[src/sv/ggvt_ram.sv]
`timescale 1ns / 1ps

module ggvt_ram #(
  parameter int WIDTH = 8,
  parameter int DEPTH = 16
) (
  input  logic                     clk_i,
  input  logic                     we_i,
  input  logic [$clog2(DEPTH)-1:0] waddr_i,
  input  logic [WIDTH-1:0]         wdata_i,
  input  logic [$clog2(DEPTH)-1:0] raddr_i,
  output logic [WIDTH-1:0]         rdata_o
);

  logic [WIDTH-1:0] mem_q [DEPTH];
  logic [WIDTH-1:0] rdata_q;

  always_ff @(posedge clk_i) begin
    if (we_i) begin
      mem_q[waddr_i] <= wdata_i;
    end
    rdata_q <= mem_q[raddr_i];
  end

  assign rdata_o = rdata_q;

endmodule

[config.mk]
export PLATFORM = sky130hd
export DESIGN_NAME = ggvt_ram
export DESIGN_NICKNAME = d
export VERILOG_FILES = /design/src/sv/ggvt_ram.sv
export SDC_FILE = /design/constraint.sdc
export NUM_CORES = 1
export LEC_CHECK = 0
export CAP_MARGIN = 20
export CORE_UTILIZATION = 35
export CTS_CLUSTER_SIZE = 12
export DETAILED_ROUTE_END_ITERATION = 6
export DONT_BUFFER_PORTS = 1
export GPL_ROUTABILITY_DRIVEN = 0
export HOLD_SLACK_MARGIN = 0.02
export PLACE_DENSITY = 0.61
export SKIP_CTS_REPAIR_TIMING = 1
export SYNTH_ARGS = -nofsm -noshare
export SYNTH_HDL_FRONTEND = slang
export SYNTH_SLANG_ARGS = --single-unit
export TNS_END_PERCENT = 5
[constraint.sdc]
create_clock -name clk_i -period 1.7 [get_ports clk_i]
set_input_delay 0.085 -clock clk_i [delete_from_list [all_inputs] [get_ports clk_i]]
set_output_delay 0.085 -clock clk_i [all_outputs]
set_load 0.05 [all_outputs]
==> results.json <==
{
  "layout-drive-gt1-share_pct": 23.7,
  "pwr-share-comb_pct": 3.6,
  "synthesis.area_um2": 5150,
  "start_kind": "flop",
  "clkTransAtPathRegs_ps": 60,
  "path_cells": "mux4_1 -> a22oi_1 -> nand2_1",
  "critPathKind": "reg2reg",
  "seq_power_share_pct": 50.7,
  "nNetsFinal": 285,
  "ys_types": 19,
  "min_path_type": "in2reg",
  "fin_ws_ps": 294,
  "synth.top_cells.by_count": "edfxtp_1, mux4_2, a22oi_1",
  "grt_pass1_wl_mm": 15.1,
  "via_per_inst": 5.05,
  "synth_edf_count": 128,
  "synthCells": 229,
  "r2r_start": "mem_q[5][1]$_DFFE_PP_",
  "holdPathEnd": "rdata_o[1]$_DFF_P_",
  "syn_avg_cell_area_um2": 22.5,
  "die-height_um": 123,
  "pre_cts_ws_ps": 285,
  "core_area_um2": 14100,
  "dpl_cell_area_um2": 5420,
  "cts-root-buf": "clkbuf_16",
  "synth.most_common_cell": "edfxtp_1",
  "min_period_over_period_pct": 82.7,
  "rr_endpoint": "rdata_o[1]$_DFF_P_",
  "clockBufferDepth": 2,
  "drc": 0,
  "grt_usage_pct": 14.6,
  "power.switching_mw": 1.58,
  "worst_pin_slew_ps": 599,
  "num_vias": 2320,
  "antenna_found_initial": 0,
  "synth_top_area_share_pct": 74.7,
  "clkPwrFrac_pct": 45.7,
  "wl_per_cell_um": 21.7,
  "yosysTopAreaCell": "edfxtp_1",
  "p_leak_nw": 2.00,
  "numCtsBuffers": 17,
  "clkSinkCount": 136,
  "skew_ps": 7.58,
  "synthArstFlopShare_pct": 0,
  "design_area_um2": 6090,
  "p_sw_share_pct": 20.7,
  "port_buffers": 0,
  "grt_max_degree": 33,
  "drv_cap": 0,
  "hpwl_mm": 6.28,
  "dpl.cell_count": 417,
  "internal-power_mw": 6.02,
  "ios": 26,
  "grt_pass1_vias": 2507,
  "min-delay-start": "raddr_i[1]",
  "period_minus_slack_ps": 1410,
  "ys.flop_type": "edfxtp_1",
  "rows": 43,
  "ir_worst_vdd_mv": 0.700,
  "yosysSeqAreaShare_pct": 77.8,
  "crit_family": "multiplexers",
  "end_kind": "flop",
  "final_util_pct": 43.2,
  "diodes": 0,
  "finalSetupViolations": 0,
  "synthTopCellsByArea": "edfxtp_1, mux4_2, mux4_1, dfxtp_1, a22oi_1",
  "wl_mm": 9.94,
  "cts_tree": "built",
  "cp_data_required_time_ps": 1990,
  "critPathSlowestCell": "mux4_1",
  "p_per_area_nw_per_um2": 1250,
  "max-slew-margin-rel_pct": 59.9,
  "insertion_delay_ps": 410,
  "holdPathStages": 3,
  "die_w_um": 123,
  "slew_viol_final": 0,
  "ys_ff_latch": 136,
  "drt_iter0_markers": 128,
  "ys.warnings.count": 0,
  "finalHoldViolCount": 0,
  "grt_overflow": 0,
  "outcome": "completed",
  "start_util_pct": 36.5,
  "reg2regPathDepth": 3,
  "path_max_fanout": 1,
  "die_area_um2": 15200,
  "timing.fmax_mhz": 711,
  "worst_ep_arrival_time_ps": 1690,
  "final_cells": 459,
  "rsz0062_at_grt": "no",
  "synth_fp_nets": 247,
  "ant_nets": 0,
  "worst-path-buf-inv": 0,
  "first_pass_iters": 4,
  "r2r_slack_ps": 290,
  "htreeDepth": 4,
  "max_stage_delay_ps": 560,
  "area_growth_pct": 18.4,
  "fin_setup_tns_ps": 0
}
-- power groups by stage --
stage          Combinational, mW  Sequential [mW]  Clock [mW]
4_1_cts                    0.212             3.86        3.53
3_3_place_gp               0.209             3.92           0
6_report                   0.271             3.85        3.47
5_1_grt                    0.294             3.86        3.68
2_1_floorplan              0.190             3.91           0
3_5_place_dp               0.211             3.93           0
-- how the worst max path moves through the flow --
stage,to,depth (start not counted),from
after floorplan,mem_q[0][0]$_DFFE_PP_,2,waddr_i[2]
after global placement,rdata_o[2]$_DFF_P_,3,mem_q[1][2]$_DFFE_PP_
after detailed placement,rdata_o[5]$_DFF_P_,3,mem_q[1][5]$_DFFE_PP_
after CTS,rdata_o[5]$_DFF_P_,3,mem_q[1][5]$_DFFE_PP_
after global routing,rdata_o[5]$_DFF_P_,3,mem_q[0][5]$_DFFE_PP_
final,rdata_o[1]$_DFF_P_,3,mem_q[5][1]$_DFFE_PP_
-- layout by cell type, fill, tap and decap left out, types with 6 or more instances in the layout --
master and n:
nor2_1 13, edfxtp_1 128, clkinvlp_4 6, buf_4 18, dlygate4sd3_1 11, a22oi_1 16
clkbuf_16 17, mux4_2 18, dfxtp_1 8, mux4_1 14, nand2_1 9
-- flip-flops by register name (all words and copies together) (netlist names) --
register  count
mem_q       128
rdata_o       8
-- layout make-up --
type / count / area (µm²)
Tap cell: 180 / 225
Fill cell: 1224 / 8000
Sequential cell: 136 / 4000
Timing Repair Buffer: 29 / 245
Multi-Input combinational cell: 83 / 1060
Clock buffer: 19 / 433
Clock inverter: 12 / 129
-- stage by stage --
step	hold slack, ps	power [mW]
2_1_floorplan	184	4.10
3_3_place_gp	184	4.13
3_5_place_dp	185	4.14
4_1_cts	-246	7.60
5_1_grt	32.9	7.83
6_report	4.95	7.60
-- worst reg2reg max path, stage by stage (launching register included) --
cell and delay [ps]:
edfxtp_1 360, mux4_1 560, a22oi_1 280, nand2_1 80
-- metal layers --
metal	up-vias	GRT usage [%]	wire, µm
met5	-	0	0
met4	0	3.84	59
met3	6	5.35	715
met2	67	23.3	4910
met1	1199	19.0	4250
li1	1048	-	-
-- kinds of logic (layout without fill, tap and decap cells) --
family	Yosys count	after routing	synth area share, %
AOI/OAI and AO/OA	16	16	2.33
and+or+nand+nor	35	35	3.18
buffers and inverters	10	60	1.68
DFF	136	136	77.8
muxes	32	32	15.0
Power figures use the tool's default switching activity.
