--- src/sv/ggvt_pkg.sv ---
`timescale 1ns / 1ps

package ggvt_pkg;

  localparam int DIES   = 8;
  localparam int BLOCKS = 1024;
  localparam int PAGES  = 64;

  localparam int NB      = PAGES + 1;
  localparam int DIE_W   = 3;
  localparam int BLK_W   = 10;
  localparam int PG_W    = 6;
  localparam int CNT_W   = 7;
  localparam int MASK_W  = 64;
  localparam int WEAR_W  = 16;
  localparam int LINK_W  = $clog2(BLOCKS + 1);
  localparam int BLK_AW  = $clog2(DIES * BLOCKS);
  localparam int BKT_AW  = $clog2(DIES * NB);
  localparam int INFO_W  = WEAR_W + PAGES + CNT_W;

  localparam logic [LINK_W-1:0] NONE_LINK = LINK_W'(BLOCKS);
  localparam logic [WEAR_W-1:0] WEAR_MAX  = {WEAR_W{1'b1}};

  localparam logic       FUNC_INVALIDATE = 1'b0;
  localparam logic       FUNC_COLLECT    = 1'b1;

  localparam logic [1:0] ST_INVALIDATED = 2'd0;
  localparam logic [1:0] ST_IGNORED     = 2'd1;
  localparam logic [1:0] ST_VICTIM      = 2'd2;
  localparam logic [1:0] ST_NO_VICTIM   = 2'd3;

  typedef struct packed {
    logic              en;
    logic              set;
    logic [DIE_W-1:0]  die;
    logic [CNT_W-1:0]  bkt;
  } bmp_upd_t;

  function automatic logic [BLK_AW-1:0] blk_addr(input logic [DIE_W-1:0] d,
                                                 input logic [BLK_W-1:0] b);
    blk_addr = BLK_AW'(d) * BLK_AW'(BLOCKS) + BLK_AW'(b);
  endfunction

  function automatic logic [BKT_AW-1:0] bkt_addr(input logic [DIE_W-1:0] d,
                                                 input logic [CNT_W-1:0] c);
    bkt_addr = BKT_AW'(d) * BKT_AW'(NB) + BKT_AW'(c);
  endfunction

endpackage

--- src/sv/ggvt_bitmap.sv ---
`timescale 1ns / 1ps

module ggvt_bitmap (
  input  logic                        clk_i,
  input  logic                        rst_ni,
  input  ggvt_pkg::bmp_upd_t          upd_i,
  input  logic [ggvt_pkg::DIE_W-1:0]  die_i,
  output logic                        hit_o,
  output logic [ggvt_pkg::CNT_W-1:0]  top_o
);

  logic [ggvt_pkg::PAGES-1:0] ne_q [ggvt_pkg::DIES];
  logic [ggvt_pkg::PAGES-1:0] row;
  logic [ggvt_pkg::PG_W-1:0]  upd_pos;

  assign upd_pos = ggvt_pkg::PG_W'(upd_i.bkt - 1'b1);

  always_ff @(posedge clk_i or negedge rst_ni) begin
    if (!rst_ni) begin
      for (int i = 0; i < ggvt_pkg::DIES; i++) begin
        ne_q[i] <= '0;
      end
    end else if (upd_i.en && upd_i.bkt != '0) begin
      ne_q[upd_i.die][upd_pos] <= upd_i.set;
    end
  end

  assign row = ne_q[die_i];

  always_comb begin
    top_o = '0;
    for (int i = 0; i < ggvt_pkg::PAGES; i++) begin
      if (row[i]) begin
        top_o = ggvt_pkg::CNT_W'(i + 1);
      end
    end
  end

  assign hit_o = |row;

endmodule

--- config.mk ---
export PLATFORM = sky130hd
export DESIGN_NAME = ggvt_bitmap
export DESIGN_NICKNAME = d
export VERILOG_FILES = /design/src/sv/ggvt_pkg.sv /design/src/sv/ggvt_bitmap.sv
export SDC_FILE = /design/constraint.sdc
export NUM_CORES = 1
export LEC_CHECK = 0
export BUFFER_PORTS_ARGS = -buffer_cell sky130_fd_sc_hd__buf_4
export CAP_MARGIN = 20
export CORE_ASPECT_RATIO = 1.2
export CORE_UTILIZATION = 69
export CTS_BUF_LIST = sky130_fd_sc_hd__clkbuf_2
export DETAILED_ROUTE_END_ITERATION = 8
export GPL_ROUTABILITY_DRIVEN = 0
export PLACE_DENSITY = 0.85
export SLEW_MARGIN = 20
export SYNTH_ARGS = -nofsm -noshare
export SYNTH_HDL_FRONTEND = slang
export SYNTH_SLANG_ARGS = --single-unit
--- constraint.sdc ---
create_clock -name clk_i -period 10.3 [get_ports clk_i]
set_clock_uncertainty 0.05 [all_clocks]
set_input_delay 3.09 -clock clk_i [delete_from_list [all_inputs] [get_ports clk_i]]
set_output_delay 3.09 -clock clk_i [all_outputs]
set_load 0.005 [all_outputs]
==> results of run 1 <==
-- layout make-up --
class                           instances  area [um2]  area share [%]
Clock inverter                         27         105           0.366
Timing Repair Buffer                   62         552            1.92
Sequential cell                       512       12800            44.7
Multi-Input combinational cell       1661       13700            47.7
Clock buffer                          162         811            2.83
Antenna cell                            2        5.00          0.0174
Inverter                               16        60.1           0.209
Tap cell                              526         658            2.29
-- power groups by stage --
stage	clock network (mW)	logic (mW)	registers (mW)
2_1_floorplan	0	0.294	2.14
3_3_place_gp	0	0.422	2.14
3_5_place_dp	0	0.435	2.15
4_1_cts	1.23	0.436	2.11
5_1_grt	1.34	0.473	2.12
6_report	1.21	0.444	2.11
-- worst max path at each step --
| stage | start | to | slack [ns] |
|---|---|---|---|
| finish | die_i[2] | top_o[0] | 0.26 |
| global route | die_i[2] | top_o[0] | 0.22 |
| detailed placement | die_i[2] | top_o[0] | 0.48 |
| global placement | die_i[2] | top_o[0] | 0.62 |
| floorplan | die_i[1] | top_o[0] | 2.05 |
| CTS | die_i[2] | top_o[0] | 0.45 |
-- cell usage after synthesis, drive strengths merged (4+ instances only) --
cell type	number	area (um2)
a21o	5	38.8
o21ai	20	100
o311ai	5	43.8
nand3	19	95.1
inv	16	60.1
mux2i	75	763
nand4	6	37.5
and2	6	41.3
or2	4	25.0
a211oi	10	75.1
and3	4	30.0
a31oi	9	56.3
clkbuf	102	413
nor2	362	1360
nand2	328	1230
or3	11	68.8
mux2	528	5950
buf	70	539
a22oi	9	67.6
o31a	4	35.0
nand2b	14	87.6
a2111oi	5	51.3
a21oi	27	139
nor3b	6	45.0
o2111ai	4	35.0
nor3	29	145
nor2b	12	75.1
dfrtp	512	12800
mux4	111	2640
nor4	9	77.6
-- placed cells by master (no fill, tap or decap), drive strengths merged, types with 5 or more instances in the layout --
cell type | synthesis | layout
mux2 | 528 | 528
dfrtp | 512 | 512
nor2 | 362 | 362
nand2 | 328 | 328
clkbuf | 102 | 163
mux4 | 111 | 111
mux2i | 75 | 75
buf | 70 | 61
nor3 | 29 | 29
a21oi | 27 | 27
clkinv | 0 | 26
o21ai | 20 | 20
nand3 | 19 | 19
inv | 16 | 17
nand2b | 14 | 14
nor2b | 12 | 12
or3 | 11 | 11
a211oi | 10 | 10
a22oi | 9 | 9
a31oi | 9 | 9
nor4 | 9 | 9
nor3b | 6 | 6
nand4 | 6 | 6
and2 | 6 | 6
o311ai | 5 | 5
a21o | 5 | 5
a2111oi | 5 | 5
-- layer usage --
layer  track usage (%)  part of all wire (%)  vias to the layer above
met4              22.5                   5.8                        0
met5                 0                     0                        -
met2              57.6                    49                      945
li1                  -                     -                     8419
met3              7.03                   8.1                      281
met1              42.8                    38                     9723
-- logic make-up after synthesis --
family | after synthesis | synth area share (%)
simple gates | 816 | 12.3
mux | 714 | 34.0
flops | 512 | 46.6
buf+inv | 188 | 3.68
compound gates | 127 | 3.26
xor+xnor | 2 | 0.0637
fa+ha+maj | 2 | 0.0910
==> impl_metrics.ini, run 1 <==
[yosys]
seq_area_frac_synth_pct = 46.6
synth-edff-count = 0
async_flop_share_pct = 100
syn_nets = 2380
synthesis.area_um2 = 27500
avgSynthCellArea_um2 = 11.6
synthCells = 2361
ys_warn_count = 0
ys_types = 76
ys_ff_latch = 512
synth-main-ff-cell = dfrtp_1

[timing]
hold_viol_final = 0
whs_ns = 0.439
setup_ws_ns = 0.262
slew_headroom_pct = 18.7
fin_setup_tns_ns = 0
finalCritPeriodShare_pct = 97.5
timing.fmax_mhz = 99.6
worst_pin_slew_ns = 1.22
rsz0062_at_grt = false
period_minus_slack_ns = 10.04
setup_viol = 0
maxSlewViolCount = 0

[cts]
cts_tree = done
cts.path.max_buffers = 3
cts_hold_buf = 0
cts_resized = 0
clock-sinks = 512
insertion_delay_ns = 1.14
numCtsBuffers = 121
cts.clk_slew.worst_paths_ns = 0.10
cts-htree-levels = 3
cts_setup_buffers = 0
cts-root-buf = clkbuf_2

[cells_and_area]
largest_reg_flops = 512
drive_above_1_share_pct = 34.3
regMostFlops = ne_q
final_cell_area_um2 = 28700
n_fill_cell = 2554
area_growth_pct = 4.38
final_util_pct = 73.5
stdcell_count = 2968
fin_nets = 2393
top_regs = ne_q (512)

[place]
place_inst = 2776
io_buffers = 24
place_hpwl_mm = 42.5
pre_cts_ws_ns = 0.476
placed_cell_area_um2 = 27700

[worst_hold_path]
whs_endpoint = ne_q[464]
hold_class = reg -> reg
hp-start = ne_q[464]
holdPathStages = 1

[pwr]
power.total_mw = 3.76
ir_worst_vdd_mv = 0.0845
swShare_pct = 29.3
power_frac_comb_pct = 11.8
internal-power_mw = 2.66
p_switching_mw = 1.10
power_frac_clock_pct = 32.1
p_leak_nw = 13.6
power_density_nw_per_um2 = 131
seqPwrFrac_pct = 56.1

[setup_path]
crit_required_ns = 7.16
rrSetupSlack_ns = 9.42
crit_arrival_ns = 6.90
crit_family = compound AO/OA/AOI/OAI gates
crit_fanout = 74
path_buf_inv = 3
slowest_delay_ns = 0.98
slowest_stage = a2111oi_0
path_class = in -> out
r2r_end = ne_q[389]
reg2reg_depth = 1
worstSetupEndpointType = primary output
path_cells = buf_4 > mux4_2 > mux2i_1 > inv_1 > a2111oi_0 > a2111oi_0 > o31ai_1 > buf_4
timing.rr.start = ne_q[389]
cp.depth = 8
cp-start-kind = input port

[floorplanning]
coreArea_um2 = 39000
die-area_um2 = 40600
die_w_um = 184
num_rows = 79
num_io_pins = 25
initial_core_util_pct = 70.4
die_h_um = 221

[detailed_routing]
wl_per_cell_um = 23.1
drt_first_pass_iters = 7
drc = 0
vias_per_cell = 6.53
routed_wl_mm = 68.5
antenna_left = 0
drt-initial-drc-count = 1854
vias = 19368

[global_routing]
antenna_found_initial = 1
grt_max_degree = 279
grt_first_pass_wirelength_mm = 109
gr-total-overflow = 0
grt_usage_pct = 35.1
grt_pass1_vias = 20106

[outcome]
status = completed

[job]
cap_violations = 0
No activity file was read; power rests on OpenSTA's default activity.
==> run 2, diff against run 1 <==
Settings changed: ABC_AREA from default to 1.
==> impl_metrics.ini, run 2 <==
[outcome]
status = finished, violations left
violations = negative setup slack

[yosys]
synthCells = 3448
synth.most_common_cell = nor2_1
yosys-top-cells-area = dfrtp_1 50%, nor2_1 17%, a21oi_1 10%
synthesis.area_um2 = 25800
async_flop_share_pct = 100
ys_ff_latch = 512
syn_nets = 3467
yosys.area.top_type = dfrtp_1
yosysTopAreaCellShare_pct = 49.7
ys_warn_count = 0
synth-main-ff-cell = dfrtp_1
seq_area_frac_synth_pct = 49.7
avgSynthCellArea_um2 = 7.48
synth_commonest_cells = 1163 x nor2_1, 518 x a21oi_1, 512 x dfrtp_1
synth-edff-count = 0
ys_types = 32

[place]
pre_cts_ws_ns = -0.120
io_buffers = 24
placed_cell_area_um2 = 26500
place_hpwl_mm = 45.2

[timing]
finalCritPeriodShare_pct = 101
setup_viol = 1
hold_viol_final = 0
setup_ws_ns = -0.0609
timing.fmax_mhz = 96.5
rsz0062_at_grt = true
whs_ns = 0.481
worst_pin_slew_ns = 1.09
maxSlewViolCount = 0
slew_headroom_pct = 27.6
period_minus_slack_ns = 10.36

[setup_path]
path_class = in -> out
cpMostUsedCell = nand2_1
slowest_delay_ns = 0.27
crit_required_ns = 7.16
crit_fanout = 9
slowest_stage = bufbuf_16
rrSetupSlack_ns = 9.47
worstSetupEndpointType = primary output
crit_arrival_ns = 7.22
cp-start-kind = input port

[cts]
cts.clk_slew.worst_paths_ns = 0.07
cts-root-buf = clkbuf_2
insertion_delay_ns = 1.14
numCtsBuffers = 132
cts-htree-levels = 4
cts.path.max_buffers = 3
clock-sinks = 512
cts_tree = done

[detailed_routing]
drt_first_pass_iters = 6
wl_per_cell_um = 19.0
vias_per_cell = 6.28
vias = 25416
routed_wl_mm = 77.0
drc = 0
drt-initial-drc-count = 3073
antenna_left = 0

[cells_and_area]
fin_nets = 3516
final_common_cell = nor2_1
mostFrequentLayoutCells = 1155 x nor2_1, 517 x a21oi_1, 512 x dfrtp_1
largest_reg_flops = 512
n_fill_cell = 2753
final_cell_area_um2 = 27700
regMostFlops = ne_q
top_regs = ne_q (512)
area_growth_pct = 7.22
drive_above_1_share_pct = 9.85

[pwr]
power_density_nw_per_um2 = 149
ir_worst_vdd_mv = 0.106
p_leak_nw = 12.7

[floorplanning]
num_io_pins = 25
die_h_um = 214
die-area_um2 = 38200
coreArea_um2 = 36800
num_rows = 77
die_w_um = 179
initial_core_util_pct = 70.1

[global_routing]
grt_max_degree = 176
grt_pass1_vias = 24353
grt_first_pass_wirelength_mm = 122
grt_usage_pct = 41.3
antenna_found_initial = 2
gr-total-overflow = 0

[job]
cap_violations = 0

[worst_hold_path]
hold_class = reg -> reg
==> run 2: cell types whose count changed after synthesis, moves of 24 or more <==
cell      change
o21ai_1      +27
nand2_1     -129
a31oi_1     +113
clkbuf_1     +36
mux4_1       -36
mux2i_1      -73
mux2_2      -507
o22ai_1     +114
nor2_1      +801
a21oi_1     +492
mux4_2       -75
o21ai_0     +263
nor3_1       -24
inv_1       +202
==> run 2: per-stage QoR <==
stage	utilization [%]	std cells	total power, mW	setup TNS [ns]
final	75.2	4049	4.13	-0.0609
after global routing	75.2	4049	4.32	-0.646
after CTS	75.1	4047	4.13	-0.0222
after detailed placement	72.0	3833	2.86	-0.120
after global placement	72.0	3833	2.83	-0.120
after floorplan	-	3448	2.62	0
==> run 2: final timing paths <==
check | from | endpoint | cells past startpoint
max | die_i[0] | top_o[0] | 65
min | ne_q[175] | ne_q[175] | 2
max in group asynchronous | rst_ni | ne_q[118] | 3
min in group asynchronous | rst_ni | ne_q[87] | 1
max reg2reg | ne_q[261] | ne_q[261] | 2
min reg2reg | ne_q[175] | ne_q[175] | 2
==> run 2: critical path: cells and delay by family <==
family          cells  cell delay [ns]
simple gates       59             3.24
buf+inv             3             0.54
mux                 1             0.19
compound gates      2             0.15
==> run 2: logic make-up after synthesis <==
group / Yosys count / share of synthesized area [%]
simple gates: 1407 / 20.8
fa+ha+maj: 2 / 0.0970
flops: 512 / 49.7
compound gates: 1075 / 22.1
xor+xnor: 4 / 0.136
mux: 1 / 0.0388
buf+inv: 447 / 7.18
==> run 2: metal layers <==
layer	share of wire, %	vias up	global-route usage (%)
met3	11	384	8.58
met2	46	1560	64.8
li1	-	11606	-
met5	0	-	0
met1	37	11866	52.6
met4	6.0	0	25.5
==> run 2: timing repair <==
action / in CTS / in global routing
buffers inserted: 2 / 0
endpoints found under the setup margin: 1 / 2
hold buffers: 0 / 0
pin swaps: 6 / 4
gates cloned: 2 / 0
resized for setup: 17 / 6
==> run 2: power breakdown <==
| group | switching (mW) | leakage, nW | internal (mW) |
|---|---|---|---|
| clock | 0.821 | 0.816 | 0.469 |
| combinational | 0.425 | 4.84 | 0.206 |
| sequential | 0.0740 | 7.06 | 2.14 |
==> run 2: final cells by class <==
class / instances / area [um2] / area share, %
Sequential cell: 512 / 12800 / 46.3
Timing Repair Buffer: 128 / 1130 / 4.08
Tap cell: 474 / 593 / 2.14
Inverter: 233 / 907 / 3.28
Multi-Input combinational cell: 2489 / 11200 / 40.4
Antenna cell: 2 / 5.00 / 0.0181
Clock inverter: 27 / 103 / 0.371
Clock buffer: 183 / 916 / 3.31
Timing Repair inverter: 1 / 6.26 / 0.0226
